==> config.mk <==
export PLATFORM = sky130hd
export DESIGN_NAME = ftp_reply_parser_flat
export DESIGN_NICKNAME = d
export VERILOG_FILES = /design/src/hw/rtl/ftprp_pkg.sv /design/src/hw/rtl/ftprp_if.sv /design/src/hw/rtl/ftprp_step.sv /design/src/hw/rtl/ftp_reply_parser.sv /design/src/flat_wrapper.sv
export SDC_FILE = /design/constraint.sdc
export NUM_CORES = 1
export LEC_CHECK = 0
export ABC_AREA = 1
export BUFFER_PORTS_ARGS = -buffer_cell sky130_fd_sc_hd__buf_4
export CAP_MARGIN = 5
export CELL_PAD_IN_SITES_DETAIL_PLACEMENT = 1
export CELL_PAD_IN_SITES_GLOBAL_PLACEMENT = 1
export CORE_MARGIN = 2
export CORE_UTILIZATION = 45
export CTS_BUF_LIST = sky130_fd_sc_hd__clkbuf_8
export CTS_CLUSTER_SIZE = 10
export DETAILED_ROUTE_END_ITERATION = 16
export GPL_TIMING_DRIVEN = 0
export PLACE_DENSITY = 0.89
export SETUP_SLACK_MARGIN = 0.2
export SYNTH_ARGS = -nofsm -noshare
export SYNTH_HDL_FRONTEND = slang
export SYNTH_SLANG_ARGS = --single-unit
==> constraint.sdc <==
create_clock -name i_clk -period 3.73 [get_ports i_clk]
set_clock_uncertainty 0.1 [all_clocks]
set_input_delay 0.5595 -clock i_clk [delete_from_list [all_inputs] [get_ports i_clk]]
set_output_delay 0.5595 -clock i_clk [all_outputs]
set_load 0.05 [all_outputs]
==> src/hw/rtl/ftprp_pkg.sv <==
// shared types, character codes and helpers for the ftp reply parser
// no dependencies
`default_nettype none

package ftprp_pkg;

    localparam int LENGTH_BITS_DEF = 16;
    localparam int REPLY_LEN_W     = 16;
    localparam int CODE_W          = 10;
    localparam int STATUS_W        = 2;

    localparam logic [7:0] CH_SPACE = 8'h20;
    localparam logic [7:0] CH_DASH  = 8'h2d;
    localparam logic [7:0] CH_CR    = 8'h0d;
    localparam logic [7:0] CH_LF    = 8'h0a;
    localparam logic [7:0] CH_ZERO  = 8'h30;
    localparam logic [7:0] CH_ONE   = 8'h31;
    localparam logic [7:0] CH_FIVE  = 8'h35;
    localparam logic [7:0] CH_NINE  = 8'h39;

    localparam logic [STATUS_W-1:0] ST_BUSY = 2'd0;
    localparam logic [STATUS_W-1:0] ST_DONE = 2'd1;
    localparam logic [STATUS_W-1:0] ST_BAD  = 2'd2;

    typedef enum logic [4:0] {
        PH_CODE   = 5'b00001,
        PH_SEP    = 5'b00010,
        PH_BODY   = 5'b00100,
        PH_LF     = 5'b01000,
        PH_LSTART = 5'b10000
    } t_phase;

    typedef logic [2:0][3:0] t_digits;

    typedef struct packed {
        t_phase      phase;
        logic [1:0]  dpos;
        t_digits     digits;
        logic        multi;
        logic        match;
        logic        term;
    } t_state;

    typedef struct packed {
        logic [STATUS_W-1:0]    status;
        logic [CODE_W-1:0]      code;
        logic                   multi;
        logic [REPLY_LEN_W-1:0] length;
    } t_result;

    localparam t_state STATE_RESET = '{
        phase:  PH_CODE,
        dpos:   2'd0,
        digits: '0,
        multi:  1'b0,
        match:  1'b0,
        term:   1'b0
    };

    // digit i of the code, position 0 is the hundreds digit
    function automatic logic [3:0] digit_at(input t_digits d, input logic [1:0] pos);
        logic [3:0] v;
        case (pos)
            2'd0:    v = d[0];
            2'd1:    v = d[1];
            default: v = d[2];
        endcase
        return v;
    endfunction

    // 100*d0 + 10*d1 + d2 with shifts and adds
    function automatic logic [CODE_W-1:0] code_of(input t_digits d);
        logic [CODE_W-1:0] h;
        logic [CODE_W-1:0] t;
        logic [CODE_W-1:0] u;
        h = {d[0], 6'b0} + {1'b0, d[0], 5'b0} + {4'b0, d[0], 2'b0};
        t = {3'b0, d[1], 3'b0} + {5'b0, d[1], 1'b0};
        u = {6'b0, d[2]};
        return h + t + u;
    endfunction

endpackage

`default_nettype wire

==> src/hw/rtl/ftprp_if.sv <==
// valid/ready channel interfaces for received bytes and parse results
// depends on ftprp_pkg
`default_nettype none

interface ftprp_rx_if;
    logic       valid;
    logic       ready;
    logic [7:0] rx_byte;

    modport source (output valid, output rx_byte, input ready);
    modport sink   (input valid, input rx_byte, output ready);
endinterface

interface ftprp_res_if;
    logic                             valid;
    logic                             ready;
    logic [ftprp_pkg::STATUS_W-1:0]    status;
    logic [ftprp_pkg::CODE_W-1:0]      reply_code;
    logic                             is_multiline;
    logic [ftprp_pkg::REPLY_LEN_W-1:0] reply_length;

    modport source (output valid, output status, output reply_code,
                    output is_multiline, output reply_length, input ready);
    modport sink   (input valid, input status, input reply_code,
                    input is_multiline, input reply_length, output ready);
endinterface

`default_nettype wire

==> src/hw/rtl/ftprp_step.sv <==
// next-state and result logic for one received byte
// depends on ftprp_pkg
`default_nettype none

module ftprp_step #(
    parameter int LENGTH_BITS = ftprp_pkg::LENGTH_BITS_DEF
) (
    input  wire ftprp_pkg::t_state  i_state,
    input  wire [((LENGTH_BITS < ftprp_pkg::REPLY_LEN_W) ? LENGTH_BITS
                  : ftprp_pkg::REPLY_LEN_W)-1:0] i_cnt,
    input  wire [7:0]                i_byte,
    output ftprp_pkg::t_state        o_state,
    output logic [((LENGTH_BITS < ftprp_pkg::REPLY_LEN_W) ? LENGTH_BITS
                   : ftprp_pkg::REPLY_LEN_W)-1:0] o_cnt,
    output ftprp_pkg::t_result       o_result
);
    import ftprp_pkg::*;

    localparam int CntW = (LENGTH_BITS < REPLY_LEN_W) ? LENGTH_BITS : REPLY_LEN_W;

    t_state             st;
    logic [CntW-1:0]    cnt_inc;
    logic [STATUS_W-1:0] status;
    logic [7:0]         lo;
    logic [7:0]         hi;

    // length saturates at all ones
    assign cnt_inc = (i_cnt == {CntW{1'b1}}) ? i_cnt : i_cnt + 1'b1;

    always_comb begin
        st     = i_state;
        status = ST_BUSY;
        lo     = (i_state.dpos == 2'd0) ? CH_ONE : CH_ZERO;
        hi     = (i_state.dpos == 2'd2 || i_state.dpos == 2'd3) ? CH_NINE : CH_FIVE;
        case (i_state.phase)
            PH_SEP: begin
                if (i_byte == CH_SPACE) begin
                    st.multi = 1'b0;
                    st.phase = PH_BODY;
                end else if (i_byte == CH_DASH) begin
                    st.multi = 1'b1;
                    st.phase = PH_BODY;
                end else begin
                    status = ST_BAD;
                end
            end
            PH_BODY: begin
                if (i_byte == CH_CR) begin
                    st.phase = PH_LF;
                end else if (i_byte == CH_LF) begin
                    status = ST_BAD;
                end
            end
            PH_LF: begin
                if (i_byte != CH_LF) begin
                    status = ST_BAD;
                end else if (!i_state.multi || i_state.term) begin
                    status = ST_DONE;
                end else begin
                    st.phase = PH_LSTART;
                    st.dpos  = 2'd0;
                    st.match = 1'b1;
                    st.term  = 1'b0;
                end
            end
            PH_LSTART: begin
                if (i_byte == CH_LF) begin
                    status = ST_BAD;
                end else if (i_byte == CH_CR) begin
                    st.phase = PH_LF;
                end else if (i_state.dpos != 2'd3) begin
                    // later line compared against the code one column at a time
                    if (i_byte != {4'h3, digit_at(i_state.digits, i_state.dpos)}) begin
                        st.match = 1'b0;
                    end
                    st.dpos = i_state.dpos + 2'd1;
                end else begin
                    if (i_state.match && i_byte == CH_SPACE) begin
                        st.term = 1'b1;
                    end
                    st.phase = PH_BODY;
                end
            end
            default: begin
                // code digits, also the recovery path for unused phase codes
                st.phase = PH_CODE;
                if (i_byte < lo || i_byte > hi) begin
                    status = ST_BAD;
                end else begin
                    case (i_state.dpos)
                        2'd0:    st.digits[0] = i_byte[3:0];
                        2'd1:    st.digits[1] = i_byte[3:0];
                        default: st.digits[2] = i_byte[3:0];
                    endcase
                    if (i_state.dpos == 2'd2 || i_state.dpos == 2'd3) begin
                        st.dpos  = 2'd0;
                        st.phase = PH_SEP;
                    end else begin
                        st.dpos = i_state.dpos + 2'd1;
                    end
                end
            end
        endcase
    end

    always_comb begin
        o_result        = '0;
        o_result.status = status;
        if (status == ST_DONE) begin
            o_result.code   = code_of(i_state.digits);
            o_result.multi  = i_state.multi;
            o_result.length = REPLY_LEN_W'(cnt_inc);
        end
        if (status == ST_BUSY) begin
            o_state = st;
            o_cnt   = cnt_inc;
        end else begin
            o_state = STATE_RESET;
            o_cnt   = '0;
        end
    end

endmodule

`default_nettype wire

==> src/hw/rtl/ftp_reply_parser.sv <==
// top level of the ftp reply parser: parse state, result register, handshakes
// depends on ftprp_pkg, ftprp_if, ftprp_step
//
//   channel   | dir | payload                                        | handshake
//   i_rx      | in  | rx_byte[7:0]                                   | valid/ready
//   o_res     | out | status[1:0] reply_code[9:0] is_multiline       | valid/ready
//             |     | reply_length[15:0]                             |
//
// one result per byte, registered: result valid in the cycle after accept
// a byte can be accepted every cycle unless a result is stalled; the parse update sits between the
// state registers and the result register
// synchronous active-low reset returns to waiting for a first code digit
// a stalled result holds; input ready drops only while it is held
`default_nettype none

module ftp_reply_parser #(
    parameter int LENGTH_BITS = ftprp_pkg::LENGTH_BITS_DEF
) (
    input  wire          i_clk,
    input  wire          i_rst_n,
    ftprp_rx_if.sink     i_rx,
    ftprp_res_if.source  o_res
);
    import ftprp_pkg::*;

    localparam int CntW = (LENGTH_BITS < REPLY_LEN_W) ? LENGTH_BITS : REPLY_LEN_W;

    t_state          r_state;
    t_state          n_state;
    logic [CntW-1:0] r_cnt;
    logic [CntW-1:0] n_cnt;
    t_result         r_out;
    t_result         n_out;
    logic            r_out_valid;
    logic            accept;

    assign i_rx.ready = !r_out_valid || o_res.ready;
    assign accept     = i_rx.valid && i_rx.ready;

    ftprp_step #(
        .LENGTH_BITS(LENGTH_BITS)
    ) u_step (
        .i_state  (r_state),
        .i_cnt    (r_cnt),
        .i_byte   (i_rx.rx_byte),
        .o_state  (n_state),
        .o_cnt    (n_cnt),
        .o_result (n_out)
    );

    always_ff @(posedge i_clk) begin
        if (!i_rst_n) begin
            r_state     <= STATE_RESET;
            r_cnt       <= '0;
            r_out_valid <= 1'b0;
        end else begin
            if (accept) begin
                r_state     <= n_state;
                r_cnt       <= n_cnt;
                r_out_valid <= 1'b1;
            end else if (o_res.ready) begin
                r_out_valid <= 1'b0;
            end
        end
    end

    always_ff @(posedge i_clk) begin
        if (accept) begin
            r_out <= n_out;
        end
    end

    assign o_res.valid        = r_out_valid;
    assign o_res.status       = r_out.status;
    assign o_res.reply_code   = r_out.code;
    assign o_res.is_multiline = r_out.multi;
    assign o_res.reply_length = r_out.length;

endmodule

`default_nettype wire

==> src/flat_wrapper.sv <==
// flat-port wrapper written by rule: the top's interface ports become plain ports
module ftp_reply_parser_flat import ftprp_pkg::*;
#(
    parameter int LENGTH_BITS = ftprp_pkg::LENGTH_BITS_DEF
)
  (i_clk, i_rst_n, i_rx_valid, i_rx_rx_byte, i_rx_ready, o_res_valid, o_res_status, o_res_reply_code, o_res_is_multiline, o_res_reply_length, o_res_ready);
  ftprp_rx_if i_rx_i ();
  ftprp_res_if o_res_i ();
  input  wire i_clk;
  input  wire i_rst_n;
  input wire logic [$bits(i_rx_i.valid)-1:0] i_rx_valid;
  input wire logic [$bits(i_rx_i.rx_byte)-1:0] i_rx_rx_byte;
  output wire logic [$bits(i_rx_i.ready)-1:0] i_rx_ready;
  output wire logic [$bits(o_res_i.valid)-1:0] o_res_valid;
  output wire logic [$bits(o_res_i.status)-1:0] o_res_status;
  output wire logic [$bits(o_res_i.reply_code)-1:0] o_res_reply_code;
  output wire logic [$bits(o_res_i.is_multiline)-1:0] o_res_is_multiline;
  output wire logic [$bits(o_res_i.reply_length)-1:0] o_res_reply_length;
  input wire logic [$bits(o_res_i.ready)-1:0] o_res_ready;
  assign i_rx_i.valid = i_rx_valid;
  assign i_rx_i.rx_byte = i_rx_rx_byte;
  assign i_rx_ready = i_rx_i.ready;
  assign o_res_valid = o_res_i.valid;
  assign o_res_status = o_res_i.status;
  assign o_res_reply_code = o_res_i.reply_code;
  assign o_res_is_multiline = o_res_i.is_multiline;
  assign o_res_reply_length = o_res_i.reply_length;
  assign o_res_i.ready = o_res_ready;
  ftp_reply_parser #(.LENGTH_BITS(LENGTH_BITS)) u_core (.i_clk(i_clk), .i_rst_n(i_rst_n), .i_rx(i_rx_i), .o_res(o_res_i));
endmodule
==> reports/qor.yml, run 1 <==
run_status:
  status: "completed"
job:
  cap_violations: 0
clocking:
  clockBufferDepth: 2
  cts_resized: 0
  cts_buffers: 9
  clkSinkCount: 68
  holdBufCountCts: 0
  postCtsSetupBuffers: 0
  clk_latency_ps: 360
  clock-root-buffer: "clkbuf_8"
  path_clk_slew_ps: 80
  htreeDepth: 3
  cts_tree: "built"
global_routing:
  track_usage_pct: 23.93
  grt_overflow: 0
  antenna_found_initial: 0
  grt_pass1_wl_mm: 19.06
  grt_start_max_net_pins: 39
  grt_pass1_vias: 4040
yosys:
  synth_edf_count: 29
  syn-num-nets: 593
  yosysSeqAreaShare_pct: 39.31
  ys_ff_latch: 68
  synth_ff_type: "dfxtp_1"
  synthArstFlopShare_pct: 0
  syn-instance-count: 552
  avgSynthCellArea_um2: 7.611
  yosysWarnings: 0
  yosysUniqueCellTypes: 39
  synth_area_um2: 4202
floorplan:
  die_w_um: 100.6
  start_util_pct: 45.91
  rows: 35
  io_pins: 43
  die_h_um: 100.6
  core_region_area_um2: 9153
  die-area_um2: 10130
drt:
  drt_wl_total_mm: 11.48
  drtPass1Iterations: 4
  drt-initial-drc-count: 120
  drc: 0
  ant_nets: 0
  vias_per_cell: 5.298
  drt-wirelength-per-cell_um: 15.92
  vias: 3820
power_and_ir_drop:
  combPwrFrac_pct: 16.8
  peakVddDrop_mv: 0.1816
  internal-power_mw: 1.203
  power_frac_seq_pct: 47.5
  p_sw_share_pct: 30.47
  switching_power_mw: 0.5272
  power_frac_clock_pct: 35.7
  power_mw: 1.730
  powerDensity_nw_per_um2: 356.9
  p_leak_nw: 2.201
sta:
  drv_slew: 0
  worst_slew_pin_slew_ps: 887.4
  hold_violations: 0
  fmax_ghz: 0.3131
  rsz0062_at_grt: "false"
  finalSetupViolCount: 0
  setup-tns-final_ps: 0
  hold_slack_ps: 372.1
  fin_crit_ps: 3194
  finalCritPeriodShare_pct: 85.62
  slew_headroom_pct: 40.84
layout:
  instances_no_fill: 721
  syn_to_final_growth_pct: 15.40
  final_common_cell: "nand2_1"
  layout.nets: 646
  drive_above_1_share_pct: 14.59
  layout_common_cells: "108 x nand2_1, 105 x nor2_1, 73 x inv_1"
  diodes: 0
  design_area_um2: 4848
setup_path:
  crit_required_ps: 3720
  path_class: "flip-flop to flip-flop"
  critPathTopFamily: "adder cells"
  cpPeakStageDelay_ps: 530
  setup.worst_path.start_class: "flip-flop"
  cp-end-kind: "flip-flop"
  worst-path-buf-inv: 1
  crit_fanout: 5
  cpMostUsedCell: "fa_1"
  cp_slowest_cell: "fa_1"
  arrival_ps: 3180
  crit_chain: "fa_1 > fa_1 > ha_1 > inv_1 > fa_1 > nor2_1 > o21ai_0 > nand2_1 > a21oi_1 > nor2_1 > or3_1 > a21oi_1"
placement:
  dp_cells: 705
  gp_congestion: 0.8587
  io_buffers: 42
  dp_hpwl_mm: 8.409
  dpl_cell_area_um2: 4656
min_path:
  worstHoldPathType: "flip-flop to flip-flop"
-- stage by stage --
stage / utilization, % / setup WS [ps]
final: 52.97 / 536.5
after global routing: 52.97 / 330.3
after CTS: 52.97 / 497.0
after detailed placement: 50.87 / 487.6
after global placement: 50.87 / 646.6
after floorplan: - / 849.5
-- power groups by stage --
stage | logic, mW | clock network (mW) | registers [mW]
after CTS | 0.294 | 0.622 | 0.822
after global placement | 0.275 | 0 | 0.838
final | 0.291 | 0.618 | 0.821
after floorplan | 0.152 | 0 | 0.887
after global routing | 0.327 | 0.641 | 0.825
after detailed placement | 0.292 | 0 | 0.839
-- metal layers --
metal / wire [um] / global-route usage, %
met5: 0 / 0
met4: 190 / 8.430
met3: 420 / 3.329
met2: 5890 / 44.00
met1: 4979 / 28.28
-- logic make-up after synthesis --
| logic type | Yosys count | share of synthesized area, % |
|---|---|---|
| buffers and inverters | 87 | 8.636 |
| xor gates and xnor gates | 15 | 3.127 |
| adders and majority gates | 29 | 9.887 |
| and+or+nand+nor | 286 | 30.43 |
| DFF | 68 | 39.31 |
| AOI/OAI and AO/OA | 67 | 8.606 |
-- worst paths after layout --
check | start | to | slack, ps | cells after the start
worst max-delay path | u_core.r_state[4] | u_core.o_res.reply_code[9] | 540 | 12
worst min-delay path | u_core.r_state[0] | u_core.r_state[0] | 370 | 2
worst max register to register | u_core.r_state[4] | u_core.o_res.reply_code[9] | 540 | 12
worst min register to register | u_core.r_state[0] | u_core.r_state[0] | 370 | 2
-- cells in the mapped netlist, types with 4 or more instances --
cell      instances  area share, %
a21oi_1          46            5.5
a22oi_1           4           0.71
clkbuf_1          4           0.36
dfxtp_1          39             19
edfxtp_1         29             21
fa_1              7            3.3
ha_1             22            6.6
inv_1            72            6.4
nand2_1         108            9.6
nand2_2           7            1.0
nand2_4           5            1.3
nand3_1          31            3.7
nand4_1          10            1.5
nor2_1          105            9.4
nor3_1            5           0.60
o21ai_0           9            1.1
xnor2_1           4           0.83
xor2_1           11            2.3
-- registers in the layout, summed over array words and instances, names as in the netlist --
name	count
u_core.o_res.is_multiline	1
u_core.o_res.reply_code	10
u_core.o_res.reply_length	16
u_core.o_res.status	2
u_core.o_res.valid	1
u_core.r_cnt	16
u_core.r_state	22
-- worst reg2reg max path: cells and delay by family, from the launching register on --
kind	cells	cell delay [ps]
AO/OA/AOI/OAI	3	220
adder cells (fa/ha/maj)	4	1590
buffers and inverters	1	60
AND/OR/NAND/NOR	4	470
flip-flops	1	480
-- final cells by class --
class                      count  area (um^2)
tap                          111        138.9
sequential                    68         1652
clock inverter                 7        68.82
timing repair buffer          42        315.3
fill                        1197         4304
multi-input combinational    397         2187
clock buffer                   9        123.9
inverter                      76        285.3
buffer                        11        77.57
Power figures use the tool's default switching activity.
==> run 2: changes to the inputs <==
- CELL_PAD_IN_SITES_DETAIL_PLACEMENT: 1 -> unset
- CELL_PAD_IN_SITES_GLOBAL_PLACEMENT: 1 -> unset
- PLACE_DENSITY: 0.89 -> 0.71
==> reports/qor.yml, run 2 (synthesis gave the netlist of run 1 again) <==
setup_path:
  rr_endpoint: "u_core.o_res.reply_code[9]"
  r2r_setup_slack_ps: 560
  crit_required_ps: 3700
  reg2reg_depth: 12
  path_class: "flip-flop to flip-flop"
  worstReg2RegStart: "u_core.r_state[4]"
  crit_fanout: 5
  setup.worst_path.start_class: "flip-flop"
  cp-end-kind: "flip-flop"
  arrival_ps: 3140
sta:
  setup_ws_ps: 564.3
  drv_slew: 0
  rsz0062_at_grt: "false"
  finalSetupViolCount: 0
  slew_headroom_pct: 42.18
  hold_violations: 0
  finalCritPeriodShare_pct: 84.87
  setup-tns-final_ps: 0
  worst_slew_pin_slew_ps: 867.2
  fmax_ghz: 0.3159
  fin_crit_ps: 3166
clocking:
  htreeDepth: 3
  clk_latency_ps: 350
  cts_resized: 0
  clockBufferDepth: 2
  clkSinkCount: 68
  clock-root-buffer: "clkbuf_8"
  holdBufCountCts: 0
  cts_buffers: 9
  postCtsSetupBuffers: 0
  path_clk_slew_ps: 80
  cts_tree: "built"
layout:
  drive_above_1_share_pct: 14.75
  fin_util_pct: 53.56
  syn_to_final_growth_pct: 16.68
  diodes: 0
  instances_no_fill: 721
  top_register: "u_core.r_state"
  layout.nets: 646
  largest_reg_flops: 22
  final_common_cell: "nand2_1"
  layout_common_cells: "108 x nand2_1, 105 x nor2_1, 72 x inv_1"
placement:
  dp_hpwl_mm: 6.885
  gp_congestion: 0.9066
  dp_cells: 705
  io_buffers: 42
  post-place-ws_ps: 604.8
floorplan:
  die_w_um: 100.6
  rows: 35
  io_pins: 43
  core_region_area_um2: 9153
  start_util_pct: 45.91
  die_h_um: 100.6
  die-area_um2: 10130
power_and_ir_drop:
  powerDensity_nw_per_um2: 378.4
  p_leak_nw: 2.217
  peakVddDrop_mv: 0.1622
min_path:
  worst_hold_path.endpoint: "u_core.r_state[0]"
  hold_depth: 2
  worstHoldPathType: "flip-flop to flip-flop"
  hp-start: "u_core.r_state[0]"
global_routing:
  grt_pass1_vias: 3565
  antenna_found_initial: 0
  grt_start_max_net_pins: 39
  track_usage_pct: 19.84
  grt_pass1_wl_mm: 16.03
  grt_overflow: 0
drt:
  drt_wl_total_mm: 9.183
  drc: 0
  ant_nets: 0
  vias: 3641
  drtPass1Iterations: 5
  drt-initial-drc-count: 167
  drt-wirelength-per-cell_um: 12.74
  vias_per_cell: 5.050
job:
  cap_violations: 0
run_status:
  status: "completed"
-- run 2: critical path, stage by stage (launching register included) --
cell,delay (ps)
dfxtp_1,470
fa_1,470
fa_1,540
ha_1,170
inv_1,60
fa_1,380
nor2_1,180
o21ai_0,100
nand2_1,100
a21oi_1,70
nor2_1,100
or3_1,110
a21oi_1,50
-- run 2: through the flow --
| step | power [mW] | area [um^2] | hold slack [ps] |
|---|---|---|---|
| 2_1_floorplan | 1.039 | 4202 | 329.1 |
| 3_3_place_gp | 1.112 | 4656 | 353.8 |
| 3_5_place_dp | 1.118 | 4656 | 359.2 |
| 4_1_cts | 1.867 | 4902 | 370.2 |
| 5_1_grt | 1.938 | 4902 | 396.1 |
| 6_report | 1.855 | 4902 | 365.4 |
-- run 2: layout make-up --
class / instances / area, um^2
plain buffers: 11 / 77.57
repair buffers: 42 / 315.3
flip-flops and latches: 68 / 1652
inverters: 76 / 285.3
clock inverters: 7 / 122.6
clock buffers: 9 / 123.9
multi-input cells: 397 / 2187
well taps: 111 / 138.9
fillers: 886 / 4250
-- run 2: worst max path at each step --
stage	slack, ps	startpoint	endpoint	cells past startpoint
6_report	560	u_core.r_state[4]	u_core.o_res.reply_code[9]	12
5_1_grt	270	u_core.r_state[4]	u_core.o_res.reply_code[9]	12
4_1_cts	580	u_core.r_state[4]	u_core.o_res.reply_code[9]	12
3_5_place_dp	600	u_core.r_state[4]	u_core.o_res.reply_code[9]	12
3_3_place_gp	650	u_core.r_state[4]	u_core.o_res.reply_code[9]	12
2_1_floorplan	850	u_core.r_state[4]	u_core.o_res.reply_code[9]	12
-- run 2: power breakdown --
part	total, mW	switching (mW)	internal, mW
registers	0.820	0.0189	0.801
logic	0.282	0.187	0.0951
clock network	0.753	0.305	0.447
total	1.85	0.512	1.34
-- run 2: layer usage --
layer | part of all wire (%) | global-route usage (%) | wire length, um | up-vias
li1 | - | - | - | 1879
met1 | 45 | 25.69 | 4116 | 1639
met2 | 47 | 32.72 | 4354 | 106
met3 | 5.7 | 3.675 | 525 | 17
met4 | 2.0 | 8.008 | 187 | 0
met5 | 0 | 0 | 0 | -
